<file path="config.mk">
export PLATFORM = sky130hd
export DESIGN_NAME = cpu_alu_with_flags_unit
export DESIGN_NICKNAME = d
export VERILOG_FILES = /design/src/sv/calu_pkg.sv /design/src/sv/calu_exec.sv /design/src/sv/calu_merge.sv /design/src/sv/cpu_alu_with_flags_unit.sv
export SDC_FILE = /design/constraint.sdc
export NUM_CORES = 1
export LEC_CHECK = 0
export ABC_CLOCK_PERIOD_IN_PS = 3700
export BUFFER_PORTS_ARGS = -buffer_cell sky130_fd_sc_hd__clkbuf_2
export CORE_ASPECT_RATIO = 0.8
export CORE_MARGIN = 5
export CORE_UTILIZATION = 25
export DETAILED_ROUTE_END_ITERATION = 10
export GPL_TIMING_DRIVEN = 0
export PLACE_DENSITY = 0.48
export REMOVE_ABC_BUFFERS = 1
export SLEW_MARGIN = 20
export SYNTH_ARGS = -nofsm -noshare
export SYNTH_HDL_FRONTEND = slang
export SYNTH_SLANG_ARGS = --single-unit
</file>
<file path="constraint.sdc">
create_clock -name clock -period 3.7 [get_ports clock]
set_input_delay 0.185 -clock clock [delete_from_list [all_inputs] [get_ports clock]]
set_output_delay 0.185 -clock clock [all_outputs]
set_load 0.005 [all_outputs]
</file>
<file path="src/sv/calu_pkg.sv">
// Shared types and constants for the flag-producing 8-bit processor ALU.
// Used by calu_exec, calu_merge and cpu_alu_with_flags_unit; no dependencies.

package calu_pkg;

   // Operation codes; the values 33 to 63 have no meaning and are handled by default arms.
   typedef enum logic [5:0] {
      FN_ADD    = 6'd0,
      FN_ADC    = 6'd1,
      FN_SUB    = 6'd2,
      FN_SBC    = 6'd3,
      FN_AND    = 6'd4,
      FN_XOR    = 6'd5,
      FN_OR     = 6'd6,
      FN_CP     = 6'd7,
      FN_INC8   = 6'd8,
      FN_DEC8   = 6'd9,
      FN_INC16  = 6'd10,
      FN_DEC16  = 6'd11,
      FN_ADD16  = 6'd12,
      FN_ADDSPE = 6'd13,
      FN_DAA    = 6'd14,
      FN_CPL    = 6'd15,
      FN_SCF    = 6'd16,
      FN_CCF    = 6'd17,
      FN_RLC    = 6'd18,
      FN_RL     = 6'd19,
      FN_RRC    = 6'd20,
      FN_RR     = 6'd21,
      FN_RLCA   = 6'd22,
      FN_RLA    = 6'd23,
      FN_RRCA   = 6'd24,
      FN_RRA    = 6'd25,
      FN_SLA    = 6'd26,
      FN_SRA    = 6'd27,
      FN_SWAP   = 6'd28,
      FN_SRL    = 6'd29,
      FN_BIT    = 6'd30,
      FN_RES    = 6'd31,
      FN_SET    = 6'd32
   } func_type;

   localparam logic [7:0] DAA_LOW_FIX   = 8'h06;
   localparam logic [7:0] DAA_HIGH_FIX  = 8'h60;
   localparam logic [7:0] DAA_BYTE_MAX  = 8'h99;
   localparam logic [3:0] DAA_NIB_MAX   = 4'd9;
   localparam logic [15:0] WIDE_ONE     = 16'h0001;
   localparam logic [15:0] WIDE_MINUS   = 16'hFFFF;

   typedef struct packed {
      logic z;
      logic n;
      logic h;
      logic c;
   } flags_type;

   typedef struct packed {
      logic [5:0]  func;
      logic [7:0]  accumulator;
      logic [7:0]  operand;
      logic [15:0] wide_left;
      logic [15:0] wide_right;
      logic [2:0]  bit_index;
      logic        zero_in;
      logic        subtract_in;
      logic        half_in;
      logic        carry_in;
   } req_type;

   typedef struct packed {
      logic [7:0]  result_byte;
      logic [15:0] result_wide;
      logic        zero_out;
      logic        subtract_out;
      logic        half_out;
      logic        carry_out;
   } rsp_type;

   // First stage to second stage: byte result before decimal adjust, low half of the
   // 16-bit add and the operands of its high half.
   typedef struct packed {
      logic [7:0] byte_res;
      logic [7:0] adjust;
      logic [7:0] wide_lo;
      logic       wide_lo_cy;
      logic [7:0] left_hi;
      logic [7:0] right_hi;
      logic       wide_en;
      logic       wide_flags;
      logic       zero_from_res;
      flags_type  flags;
   } exec_type;

   // Second stage to output stage.
   typedef struct packed {
      logic [7:0]  byte_res;
      logic [15:0] wide_res;
      logic        zero_from_res;
      flags_type   flags;
   } merge_type;

endpackage

</file>
<file path="src/sv/calu_exec.sv">
// First pipeline stage: decodes the operation and runs the 8-bit datapath and the
// low byte of the 16-bit adder. Depends on calu_pkg.

module calu_exec (
   input  logic               clock,
   input  logic               reset,
   input  logic               in_valid,
   output logic               in_ready,
   input  calu_pkg::req_type  in_data,
   output logic               out_valid,
   input  logic               out_ready,
   output calu_pkg::exec_type out_data
);

   logic               valid_ff;
   logic               valid_in;
   calu_pkg::exec_type data_ff;
   calu_pkg::exec_type data_in;

   calu_pkg::func_type fn;
   logic [7:0]  a;
   logic [7:0]  v;
   logic        cin;
   logic        use_carry;
   logic [8:0]  sum9;
   logic [4:0]  hsum;
   logic [8:0]  diff9;
   logic [4:0]  hdiff;
   logic [7:0]  inc_v;
   logic [7:0]  dec_v;
   logic [15:0] right16;
   logic [8:0]  lo9;
   logic [4:0]  lo_nib;
   logic        acc_rot;
   logic [7:0]  rot_x;
   logic [7:0]  corr;
   logic        daa_cy;

   assign fn  = calu_pkg::func_type'(in_data.func);
   assign a   = in_data.accumulator;
   assign v   = in_data.operand;
   assign cin = in_data.carry_in;

   assign use_carry = cin && ((fn == calu_pkg::FN_ADC) || (fn == calu_pkg::FN_SBC));
   assign sum9  = {1'b0, a} + {1'b0, v} + {8'd0, use_carry};
   assign hsum  = {1'b0, a[3:0]} + {1'b0, v[3:0]} + {4'd0, use_carry};
   assign diff9 = {1'b0, a} - {1'b0, v} - {8'd0, use_carry};
   assign hdiff = {1'b0, a[3:0]} - {1'b0, v[3:0]} - {4'd0, use_carry};
   assign inc_v = v + 8'd1;
   assign dec_v = v - 8'd1;

   always_comb begin
      unique case (fn)
         calu_pkg::FN_INC16:  right16 = calu_pkg::WIDE_ONE;
         calu_pkg::FN_DEC16:  right16 = calu_pkg::WIDE_MINUS;
         calu_pkg::FN_ADD16:  right16 = in_data.wide_right;
         calu_pkg::FN_ADDSPE: right16 = {{8{v[7]}}, v};
         default:             right16 = '0;
      endcase
   end

   assign lo9    = {1'b0, in_data.wide_left[7:0]} + {1'b0, right16[7:0]};
   assign lo_nib = {1'b0, in_data.wide_left[3:0]} + {1'b0, right16[3:0]};

   assign acc_rot = (fn == calu_pkg::FN_RLCA) || (fn == calu_pkg::FN_RLA) ||
                    (fn == calu_pkg::FN_RRCA) || (fn == calu_pkg::FN_RRA);
   assign rot_x   = acc_rot ? a : v;

   // Decimal adjust: the correction is chosen here and applied in the next stage.
   always_comb begin
      corr   = '0;
      daa_cy = cin;
      if (in_data.half_in || (!in_data.subtract_in && (a[3:0] > calu_pkg::DAA_NIB_MAX))) begin
         corr = corr | calu_pkg::DAA_LOW_FIX;
      end
      if (cin || (!in_data.subtract_in && (a > calu_pkg::DAA_BYTE_MAX))) begin
         corr   = corr | calu_pkg::DAA_HIGH_FIX;
         daa_cy = 1'b1;
      end
   end

   always_comb begin
      data_in               = '0;
      data_in.flags.z       = in_data.zero_in;
      data_in.flags.n       = in_data.subtract_in;
      data_in.flags.h       = in_data.half_in;
      data_in.flags.c       = cin;
      data_in.wide_lo       = lo9[7:0];
      data_in.wide_lo_cy    = lo9[8];
      data_in.left_hi       = in_data.wide_left[15:8];
      data_in.right_hi      = right16[15:8];
      unique case (fn)
         calu_pkg::FN_ADD, calu_pkg::FN_ADC: begin
            data_in.byte_res      = sum9[7:0];
            data_in.zero_from_res = 1'b1;
            data_in.flags.n       = 1'b0;
            data_in.flags.h       = hsum[4];
            data_in.flags.c       = sum9[8];
         end
         calu_pkg::FN_SUB, calu_pkg::FN_SBC, calu_pkg::FN_CP: begin
            data_in.byte_res      = diff9[7:0];
            data_in.zero_from_res = 1'b1;
            data_in.flags.n       = 1'b1;
            data_in.flags.h       = hdiff[4];
            data_in.flags.c       = diff9[8];
            // Compare sets the flags from the difference but hands back the accumulator.
            if (fn == calu_pkg::FN_CP) begin
               data_in.byte_res      = a;
               data_in.zero_from_res = 1'b0;
               data_in.flags.z       = (diff9[7:0] == 8'd0);
            end
         end
         calu_pkg::FN_AND: begin
            data_in.byte_res      = a & v;
            data_in.zero_from_res = 1'b1;
            data_in.flags.n       = 1'b0;
            data_in.flags.h       = 1'b1;
            data_in.flags.c       = 1'b0;
         end
         calu_pkg::FN_XOR: begin
            data_in.byte_res      = a ^ v;
            data_in.zero_from_res = 1'b1;
            data_in.flags.n       = 1'b0;
            data_in.flags.h       = 1'b0;
            data_in.flags.c       = 1'b0;
         end
         calu_pkg::FN_OR: begin
            data_in.byte_res      = a | v;
            data_in.zero_from_res = 1'b1;
            data_in.flags.n       = 1'b0;
            data_in.flags.h       = 1'b0;
            data_in.flags.c       = 1'b0;
         end
         calu_pkg::FN_INC8: begin
            data_in.byte_res      = inc_v;
            data_in.zero_from_res = 1'b1;
            data_in.flags.n       = 1'b0;
            data_in.flags.h       = (inc_v[3:0] == 4'h0);
         end
         calu_pkg::FN_DEC8: begin
            data_in.byte_res      = dec_v;
            data_in.zero_from_res = 1'b1;
            data_in.flags.n       = 1'b1;
            data_in.flags.h       = (dec_v[3:0] == 4'hF);
         end
         calu_pkg::FN_INC16, calu_pkg::FN_DEC16: begin
            data_in.wide_en = 1'b1;
         end
         calu_pkg::FN_ADD16: begin
            data_in.wide_en    = 1'b1;
            data_in.wide_flags = 1'b1;
            data_in.flags.n    = 1'b0;
         end
         calu_pkg::FN_ADDSPE: begin
            data_in.wide_en = 1'b1;
            data_in.flags.z = 1'b0;
            data_in.flags.n = 1'b0;
            data_in.flags.h = lo_nib[4];
            data_in.flags.c = lo9[8];
         end
         calu_pkg::FN_DAA: begin
            data_in.byte_res      = a;
            data_in.adjust        = in_data.subtract_in ? (8'd0 - corr) : corr;
            data_in.zero_from_res = 1'b1;
            data_in.flags.h       = 1'b0;
            data_in.flags.c       = daa_cy;
         end
         calu_pkg::FN_CPL: begin
            data_in.byte_res = ~a;
            data_in.flags.n  = 1'b1;
            data_in.flags.h  = 1'b1;
         end
         calu_pkg::FN_SCF: begin
            data_in.flags.n = 1'b0;
            data_in.flags.h = 1'b0;
            data_in.flags.c = 1'b1;
         end
         calu_pkg::FN_CCF: begin
            data_in.flags.n = 1'b0;
            data_in.flags.h = 1'b0;
            data_in.flags.c = ~cin;
         end
         calu_pkg::FN_RLC, calu_pkg::FN_RLCA: begin
            data_in.byte_res      = {rot_x[6:0], rot_x[7]};
            data_in.zero_from_res = !acc_rot;
            data_in.flags.z       = 1'b0;
            data_in.flags.n       = 1'b0;
            data_in.flags.h       = 1'b0;
            data_in.flags.c       = rot_x[7];
         end
         calu_pkg::FN_RL, calu_pkg::FN_RLA: begin
            data_in.byte_res      = {rot_x[6:0], cin};
            data_in.zero_from_res = !acc_rot;
            data_in.flags.z       = 1'b0;
            data_in.flags.n       = 1'b0;
            data_in.flags.h       = 1'b0;
            data_in.flags.c       = rot_x[7];
         end
         calu_pkg::FN_RRC, calu_pkg::FN_RRCA: begin
            data_in.byte_res      = {rot_x[0], rot_x[7:1]};
            data_in.zero_from_res = !acc_rot;
            data_in.flags.z       = 1'b0;
            data_in.flags.n       = 1'b0;
            data_in.flags.h       = 1'b0;
            data_in.flags.c       = rot_x[0];
         end
         calu_pkg::FN_RR, calu_pkg::FN_RRA: begin
            data_in.byte_res      = {cin, rot_x[7:1]};
            data_in.zero_from_res = !acc_rot;
            data_in.flags.z       = 1'b0;
            data_in.flags.n       = 1'b0;
            data_in.flags.h       = 1'b0;
            data_in.flags.c       = rot_x[0];
         end
         calu_pkg::FN_SLA: begin
            data_in.byte_res      = {v[6:0], 1'b0};
            data_in.zero_from_res = 1'b1;
            data_in.flags.n       = 1'b0;
            data_in.flags.h       = 1'b0;
            data_in.flags.c       = v[7];
         end
         calu_pkg::FN_SRA: begin
            data_in.byte_res      = {v[7], v[7:1]};
            data_in.zero_from_res = 1'b1;
            data_in.flags.n       = 1'b0;
            data_in.flags.h       = 1'b0;
            data_in.flags.c       = v[0];
         end
         calu_pkg::FN_SWAP: begin
            data_in.byte_res      = {v[3:0], v[7:4]};
            data_in.zero_from_res = 1'b1;
            data_in.flags.n       = 1'b0;
            data_in.flags.h       = 1'b0;
            data_in.flags.c       = 1'b0;
         end
         calu_pkg::FN_SRL: begin
            data_in.byte_res      = {1'b0, v[7:1]};
            data_in.zero_from_res = 1'b1;
            data_in.flags.n       = 1'b0;
            data_in.flags.h       = 1'b0;
            data_in.flags.c       = v[0];
         end
         calu_pkg::FN_BIT: begin
            data_in.byte_res = a;
            data_in.flags.z  = !v[in_data.bit_index];
            data_in.flags.n  = 1'b0;
            data_in.flags.h  = 1'b1;
         end
         calu_pkg::FN_RES: begin
            data_in.byte_res = v & ~(8'd1 << in_data.bit_index);
         end
         calu_pkg::FN_SET: begin
            data_in.byte_res = v | (8'd1 << in_data.bit_index);
         end
         default: begin
            data_in.byte_res = '0;
         end
      endcase
   end

   assign in_ready = !valid_ff || out_ready;
   assign valid_in = in_ready ? in_valid : valid_ff;

   always_ff @(posedge clock) begin
      if (reset) begin
         valid_ff <= 1'b0;
      end else begin
         valid_ff <= valid_in;
      end
   end

   always_ff @(posedge clock) begin
      if (in_valid && in_ready) begin
         data_ff <= data_in;
      end
   end

   assign out_valid = valid_ff;
   assign out_data  = data_ff;

endmodule

</file>
<file path="src/sv/calu_merge.sv">
// Second pipeline stage: high byte of the 16-bit adder, decimal adjust and final
// selection of the byte, wide result and flags. Depends on calu_pkg.

module calu_merge (
   input  logic                clock,
   input  logic                reset,
   input  logic                in_valid,
   output logic                in_ready,
   input  calu_pkg::exec_type  in_data,
   output logic                out_valid,
   input  logic                out_ready,
   output calu_pkg::merge_type out_data
);

   logic                valid_ff;
   logic                valid_in;
   calu_pkg::merge_type data_ff;
   calu_pkg::merge_type data_in;
   logic [8:0]          hi9;
   logic [4:0]          hi_nib;

   assign hi9    = {1'b0, in_data.left_hi} + {1'b0, in_data.right_hi} +
                   {8'd0, in_data.wide_lo_cy};
   assign hi_nib = {1'b0, in_data.left_hi[3:0]} + {1'b0, in_data.right_hi[3:0]} +
                   {4'd0, in_data.wide_lo_cy};

   always_comb begin
      data_in.byte_res      = in_data.byte_res + in_data.adjust;
      data_in.wide_res      = in_data.wide_en ? {hi9[7:0], in_data.wide_lo} : 16'd0;
      data_in.zero_from_res = in_data.zero_from_res;
      data_in.flags         = in_data.flags;
      // The 16-bit add takes half carry from bit 11 and carry from bit 15.
      if (in_data.wide_flags) begin
         data_in.flags.h = hi_nib[4];
         data_in.flags.c = hi9[8];
      end
   end

   assign in_ready = !valid_ff || out_ready;
   assign valid_in = in_ready ? in_valid : valid_ff;

   always_ff @(posedge clock) begin
      if (reset) begin
         valid_ff <= 1'b0;
      end else begin
         valid_ff <= valid_in;
      end
   end

   always_ff @(posedge clock) begin
      if (in_valid && in_ready) begin
         data_ff <= data_in;
      end
   end

   assign out_valid = valid_ff;
   assign out_data  = data_ff;

endmodule

</file>
<file path="src/sv/cpu_alu_with_flags_unit.sv">
// A request is registered by the first stage, then the second, then the output register.
// Throughput: one request per cycle while rsp_ready is high; the ALU is a three-stage
// pipeline (decode and 8-bit datapath, 16-bit high byte and decimal adjust, zero flag and
// output register). The response waits there until rsp_ready takes it.
// Ready runs back from rsp_ready through each stage, so a stalled stage holds its data.
// Synchronous reset clears every stage's valid bit; data registers are not reset.
// Depends on calu_pkg, calu_exec and calu_merge.

module cpu_alu_with_flags_unit (
   input  logic              clock,
   input  logic              reset,
   input  logic              req_valid,
   output logic              req_ready,
   input  calu_pkg::req_type req_data,
   output logic              rsp_valid,
   input  logic              rsp_ready,
   output calu_pkg::rsp_type rsp_data
);

   logic                s1_valid;
   logic                s1_ready;
   calu_pkg::exec_type  s1_data;
   logic                s2_valid;
   logic                s2_ready;
   calu_pkg::merge_type s2_data;
   logic                valid_ff;
   logic                valid_in;
   calu_pkg::rsp_type   data_ff;
   calu_pkg::rsp_type   data_in;

   calu_exec u_exec (
      .clock     (clock),
      .reset     (reset),
      .in_valid  (req_valid),
      .in_ready  (req_ready),
      .in_data   (req_data),
      .out_valid (s1_valid),
      .out_ready (s1_ready),
      .out_data  (s1_data)
   );

   calu_merge u_merge (
      .clock     (clock),
      .reset     (reset),
      .in_valid  (s1_valid),
      .in_ready  (s1_ready),
      .in_data   (s1_data),
      .out_valid (s2_valid),
      .out_ready (s2_ready),
      .out_data  (s2_data)
   );

   always_comb begin
      data_in.result_byte  = s2_data.byte_res;
      data_in.result_wide  = s2_data.wide_res;
      data_in.zero_out     = s2_data.zero_from_res ? (s2_data.byte_res == 8'd0)
                                                   : s2_data.flags.z;
      data_in.subtract_out = s2_data.flags.n;
      data_in.half_out     = s2_data.flags.h;
      data_in.carry_out    = s2_data.flags.c;
   end

   assign s2_ready = !valid_ff || rsp_ready;
   assign valid_in = s2_ready ? s2_valid : valid_ff;

   always_ff @(posedge clock) begin
      if (reset) begin
         valid_ff <= 1'b0;
      end else begin
         valid_ff <= valid_in;
      end
   end

   always_ff @(posedge clock) begin
      if (s2_valid && s2_ready) begin
         data_ff <= data_in;
      end
   end

   assign rsp_valid = valid_ff;
   assign rsp_data  = data_ff;

   // Nothing is left in flight straight after reset.
   assert property (@(posedge clock) reset |=> (!rsp_valid && !s1_valid && !s2_valid))
      else $error("pipeline holds a request after reset");

   // The input side can only stall when every stage is full and the output is blocked.
   assert property (@(posedge clock) disable iff (reset)
      !req_ready |-> (s1_valid && s2_valid && rsp_valid && !rsp_ready))
      else $error("input stalled while the pipeline has room");

   // An accepted request always lands in the first stage.
   assert property (@(posedge clock) disable iff (reset)
      (req_valid && req_ready) |=> s1_valid)
      else $error("accepted request lost at the first stage");

   // Only 16-bit operations give a wide result, and they leave the byte result at zero.
   assert property (@(posedge clock) disable iff (reset)
      (rsp_valid && (rsp_data.result_wide != 16'd0)) |-> (rsp_data.result_byte == 8'd0))
      else $error("byte and wide results both non-zero");

endmodule

</file>
==> metrics.txt, run 1 <==
Hold Vio Cnt, Final=0; DRT iter0 DRCs=roughly 650; Highest Clock Rate=approximately 280 MHz; min-delay worst type=in -> reg; Cell Chain, Critical Path=clkbuf_2 -> nor4_1 -> nand3_1 -> inv_1 -> fa_1 -> ha_1 -> o21ai_0 -> nand3b_1 -> xnor2_1 -> o211ai_1 -> or4_1 -> a211o_1; Comb power frac=22.4%; min-delay src=req_data[32]; final setup fails=0; Yosys reg bits=106; Hold Crit Endpoint=u_exec.out_data[16]$_DFFE_PP_; CP arrival=between 3000 and 4000 ps; worst-skew pair later-pin latency=approximately 340 ps; CTS clock-pin slew for the worst setup and hold paths=approximately 70 ps; sequential-to-total area share from yosys stat=between 40% and 50%; wire length per cell=a little under 20 um; largest cells by area after synthesis=edfxtp_1 41%, ha_1 8.1%, a21oi_1 2.9%; fraction of layout cells with a size suffix above 1=between 10% and 20%; PortBufs=94; clock sinks=106; core area=roughly 0.030 mm2; Placed Area=roughly 0.0085 mm2; Largest delay share family, worst path=simple AND/OR/NAND/NOR gates; distinct cell type count after synthesis=between 70 and 80; slowest stage cell, crit path=or4_1; kind of critical path=in -> reg; EDFF count, synth=between 100 and 150; Clock power frac=a little under 30%; max-cap violations=0; Layout Nets=slightly below 1000; Total Routed Length=around 24000 um; synth cell count leaders=103 x edfxtp_1, 58 x nor2_1, 50 x inv_1; drt drc=0; GR Overflow Total=0; Tmin final=between 3000 and 4000 ps; antenna violation net count after detailed routing=0; initial antenna violation count=0; CTS tree=built; reg2reg path depth=10; relative slew slack=between 20% and 30%; Flop pwr share=48.5%; Worst Path Max Fanout=37; Main synth FF type=edfxtp_1; root buf cell=clkbuf_16; status=complete, no violations; vias in the first global route=6029; synth-to-layout area growth=16.5%; Num CTS Buffers=9; internal power=0.00213 W; first-pass GRT wire length=~37000 um; largest net degree at the start of global routing=53; synthesized area per cell=~10 um2; Avg Vias per Cell=a little over 5; Synth Instances=between 700 and 800; number of fill cells in the layout=3171; worst clock skew=between 5 and 6 ps; asr flop ratio synth=0%; die outline area=~0.034 mm2; GP Congestion=slightly above 0.9; Crit. End Element=register; CP required=approximately 3800 ps; fin crit share=between 90% and 100%; YS warnings=0; Clock Path Buffers=2; most common cell in the synthesized netlist=edfxtp_1; LEAKAGE=~3.4 nW; site row count=57; synthesized cell area=approximately 0.0076 mm2; VDD IR max=0.000155 V; switching share of power=around 29%; fin util=between 20 and 30%; RSZ-0062 raised after global routing=no; Crit Reg-Reg Endpoint=u_merge.out_data[19]$_SDFFCE_PN0P_; DR pass1 iterations=5; PD cells=around 340 mW/mm2; Top-Level Pins=between 90 and 100; Die X=between 200 and 250 um; Synth area leader=edfxtp_1; final slew viol count=0; H-tree levels=3; CP bufs+invs=2; design area=~0.0089 mm2; Worst R2R Start=u_exec.out_data[15]$_DFFE_PP_; worst hold path stage count=1; Largest stage delay, worst path=530 ps; critical path startpoint category=input port; hpwl dp=18300 um; top cell type's share of synthesized area=around 40%; Psw=~0.00086 W; n_diodes=0; Total GRT Usage=between 10% and 20%; Die Ht=between 150 and 200 um; vias after detailed routing=6314; R2R Setup Slk=~1100 ps; WP depth=12; Initial Util=25.2%; Worst-Margin Slew=between 1000 and 1500 ps
==> metal layers <==
metal / global-route usage, % / vias to the layer above / wire length, um
li1: - / 3057 / -
met1: 20.6 / 2996 / 11400
met2: 20.2 / 235 / 10300
met3: 4.14 / 26 / 2080
met4: 3.00 / 0 / 331
met5: 0 / - / 0
==> power by group through the flow <==
stage	clock [W]	combinational, W	sequential, W
global placement	0	0.000639	0.00148
CTS	0.000905	0.000657	0.00145
detailed placement	0	0.000650	0.00148
floorplan	0	0.000383	0.00147
finish	0.000874	0.000670	0.00145
global route	0.000950	0.000740	0.00146
==> sequential cells by signal, summed over array words and instances (netlist names) <==
signal and cells:
u_exec.out_valid 1, rsp_data 28, u_exec.out_data 46, rsp_valid 1, u_merge.out_data 29, u_merge.out_valid 1
==> layout by cell type (no fill, tap or decap), types with 9 or more instances in the layout <==
cell / n
a211oi_1: 11
a21o_1: 20
a21oi_1: 44
a221o_1: 10
a22oi_1: 9
and2_1: 10
clkbuf_16: 9
clkbuf_2: 91
edfxtp_1: 103
ha_1: 49
inv_1: 49
nand2_1: 44
nand2b_1: 15
nand3_1: 20
nor2_1: 55
nor2b_1: 22
nor3_1: 29
nor4_1: 10
o21ai_0: 38
xnor2_1: 21
==> worst max-delay path by stage <==
stage,from,endpoint
2_1_floorplan,u_exec.out_valid$_SDFFE_PP0N_,u_exec.out_data[0]$_DFFE_PP_
3_3_place_gp,req_data[57],u_exec.out_data[0]$_DFFE_PP_
3_5_place_dp,req_data[57],u_exec.out_data[0]$_DFFE_PP_
4_1_cts,req_data[59],u_exec.out_data[0]$_DFFE_PP_
5_1_grt,req_data[59],u_exec.out_data[0]$_DFFE_PP_
6_report,req_data[59],u_exec.out_data[43]$_DFFE_PP_
==> cell type report <==
type	instances	area [um2]	area share (%)
multi-input cells	573	4140	46.7
flip-flops and latches	106	3150	35.5
repair buffers	99	598	6.74
well taps	413	517	5.83
clock buffers	9	225	2.54
inverters	50	191	2.16
clock inverters	6	41.3	0.466
==> logic make-up (layout without fill, tap and decap cells) <==
| group | Yosys count | in the layout | share of synthesized area [%] |
|---|---|---|---|
| fa+ha+maj | 57 | 57 | 10.2 |
| xor+xnor | 28 | 28 | 3.22 |
| flops | 106 | 106 | 41.4 |
| buf+inv | 95 | 164 | 5.21 |
| mux | 13 | 13 | 2.12 |
| compound gates | 217 | 217 | 20.0 |
| simple gates | 258 | 258 | 17.9 |
==> metrics by stage <==
step / setup WS, ps / setup TNS, ps / hold slack, ps / cells / total power, W
after global placement: -1210 / -66130 / 364 / 1236 / 0.00212
final: 173 / 0 / 15.3 / 1256 / 0.00300
after global routing: 6.49 / 0 / 0.734 / 1256 / 0.00315
after floorplan: 353 / 0 / 254 / 729 / 0.00185
after detailed placement: -1230 / -6560 / 366 / 1240 / 0.00213
after CTS: 7.59 / 0 / 0.349 / 1255 / 0.00302
==> what timing repair did <==
item	4_1_cts	5_1_grt
setup buffers	0	0
endpoints found under the setup margin	7	2
hold buffers	0	1
gates resized for setup	7	7
hold endpoints to repair	0	1
No activity file was read; power rests on OpenSTA's default activity.
==> run 2: changes to the inputs <==
--- a/config.mk
+++ b/config.mk
@@ -6,4 +6,5 @@
 export NUM_CORES = 1
 export LEC_CHECK = 0
+export ABC_AREA = 1
 export ABC_CLOCK_PERIOD_IN_PS = 3700
 export BUFFER_PORTS_ARGS = -buffer_cell sky130_fd_sc_hd__clkbuf_2
==> constraint.sdc (replaced) <==
create_clock -name clock -period 3.7 [get_ports clock]
set_input_delay 0.185 -clock clock [delete_from_list [all_inputs] [get_ports clock]]
set_output_delay 0.185 -clock clock [all_outputs]
set_load 0.05 [all_outputs]
==> run 2 against run 1 <==
  * Worst setup slack gained 250 ps
  * Clock-buffer cell count unchanged
  * Area after synthesis is 0.46% higher
  * Highest routed layer unchanged
==> metrics.txt, run 2 <==
synthesized area per cell=a little under 8 um2; kind of critical path=in -> reg; GP Congestion=0.961; sequential-to-total area share from yosys stat=41.2%; fin crit share=around nine tenths; Die X=around 210 um; root buf cell=clkbuf_16; n_diodes=0; status=complete, no violations; Crit. End Element=register; Top-Level Pins=95; Total Routed Length=25800 um; CP arrival=roughly 3400 ps; H-tree levels=3; synth-to-layout area growth=17.3%; EDFF count, synth=just over 100; relative slew slack=between 50% and 60%; vias in the first global route=approximately 6600; Tmin final=between 3000 and 4000 ps; CP required=roughly 3800 ps; fin cells=1488; Clock Path Buffers=2; Worst-Margin Slew=653 ps; critical path startpoint category=input port; worst clock skew=just under 5 ps; fraction of layout cells with a size suffix above 1=12.4%; max-cap violations=0; Initial Util=roughly a quarter; synth cell count leaders=244 x nand2_1, 136 x inv_1, 103 x edfxtp_1; Worst Path Max Fanout=13; RSZ-0062 raised after global routing=no; setup TNS=0 ps; drt drc=0; largest net degree at the start of global routing=35; design area=0.00897 mm2; LEAKAGE=around 4.2 nW; first-pass GRT wire length=around 39000 um; clock sinks=about 110; Placed Area=approximately 0.0086 mm2; most common cell after layout, fill and taps aside=nand2_1; DR pass1 iterations=5; CTS clock-pin slew for the worst setup and hold paths=approximately 70 ps; core area=0.0302 mm2; Hold Vio Cnt, Final=0; initial antenna violation count=0; most common cell in the synthesized netlist=nand2_1; Main synth FF type=edfxtp_1; YS warnings=0; wire length per cell=about 17 um; worst-skew pair later-pin latency=around 350 ps; DRT iter0 DRCs=~560; VDD IR max=around 0.00022 V; top cell type's share of synthesized area=~40%; final setup fails=0; PortBufs=94; distinct cell type count after synthesis=37; synthesized cell area=about 0.0076 mm2; die outline area=0.0342 mm2; Synth area leader=edfxtp_1; hold slack=about 35 ps; PD cells=between 300 and 400 mW/mm2; min-delay worst type=in -> reg; Total GRT Usage=14.8%; Synth Instances=a little under 1000; commonest cells after routing, fill and taps aside=244 x nand2_1, 134 x inv_1, 103 x edfxtp_1; antenna violation net count after detailed routing=0; Avg Vias per Cell=between 4 and 5; site row count=57; Highest Clock Rate=around 310 MHz; final slew viol count=0; largest cells by area after synthesis=edfxtp_1 40%, nand2_1 12%, ha_1 8.0%; Num CTS Buffers=9; Layout Nets=1192; asr flop ratio synth=0%; post-CTS setup buffers=0; total power=0.00290 W; dpl cells=1465; Die Ht=around 170 um; max reg flops=46; CTS tree=built; Yosys reg bits=106; vias after detailed routing=6987; GR Overflow Total=0; hpwl dp=around 21000 um
## run 2: what timing repair did
action                                 4_1_cts  5_1_grt
setup endpoints to repair                    3        4
hold buffers                                 7        0
endpoints found under the hold margin        7        0
gates resized for setup                      1        1
## run 2: power by group
group          leakage [nW]  switching (W)  internal (W)
logic                  3.02       0.000411      0.000181
clock network         0.126       0.000436      0.000460
registers              1.04      0.0000226       0.00139
## run 2: critical path, cell delays in order
cell and delay (ps):
clkbuf_2 130, nor2_2 440, nand2_1 250, nor3_2 350, inv_1 100, fa_1 420
fa_1 460, inv_1 80, nand2_1 50, nand2_1 60, nand2_1 110, inv_1 100
nand2_1 50, nand2_1 90, o21ai_0 90, nor2_1 190, nand2_1 70, nor2_1 80
nand2_1 50
## run 2: metrics by stage
stage	utilization (%)	worst slack, ps
floorplan	-	716
detailed placement	28.5	-413
global route	29.7	147
finish	29.7	424
global placement	28.3	-426
CTS	29.6	229
## run 2: cell type report
type / count / area (um2)
Timing Repair Buffer: 103 / 588
Sequential cell: 106 / 3150
Inverter: 140 / 526
Multi-Input combinational cell: 710 / 3910
Fill cell: 3333 / 21300
Tap cell: 413 / 517
Clock inverter: 7 / 52.6
Clock buffer: 9 / 225
## run 2: worst paths after layout
| path | startpoint | end | slack [ps] | cells past startpoint |
|---|---|---|---|---|
| worst max-delay path | req_data[59] | u_exec.out_data[44]$_DFFE_PP_ | 420 | 19 |
| worst min-delay path | reset | rsp_valid$_SDFFE_PP0P_ | 40 | 2 |
| worst max register to register | u_exec.out_data[15]$_DFFE_PP_ | u_merge.out_data[19]$_SDFFCE_PN0P_ | 1480 | 13 |
| worst min register to register | u_merge.out_data[11]$_SDFFCE_PN0P_ | rsp_data[10]$_DFFE_PP_ | 420 | 0 |
## run 2: cells by family after synthesis
logic type / Yosys count / share of synthesized area [%]
compound gates: 138 / 10.2
xor+xnor: 19 / 2.18
fa+ha+maj: 57 / 10.1
buf+inv: 154 / 7.89
flops: 106 / 41.2
simple gates: 496 / 28.3
## run 2: metal layers
| metal | up-vias | wire (um) | GRT usage (%) |
|---|---|---|---|
| met2 | 270 | 10500 | 21.6 |
| li1 | 3465 | - | - |
| met4 | 0 | 634 | 3.87 |
| met5 | - | 0 | 0 |
| met3 | 39 | 2210 | 2.74 |
| met1 | 3213 | 12500 | 22.4 |
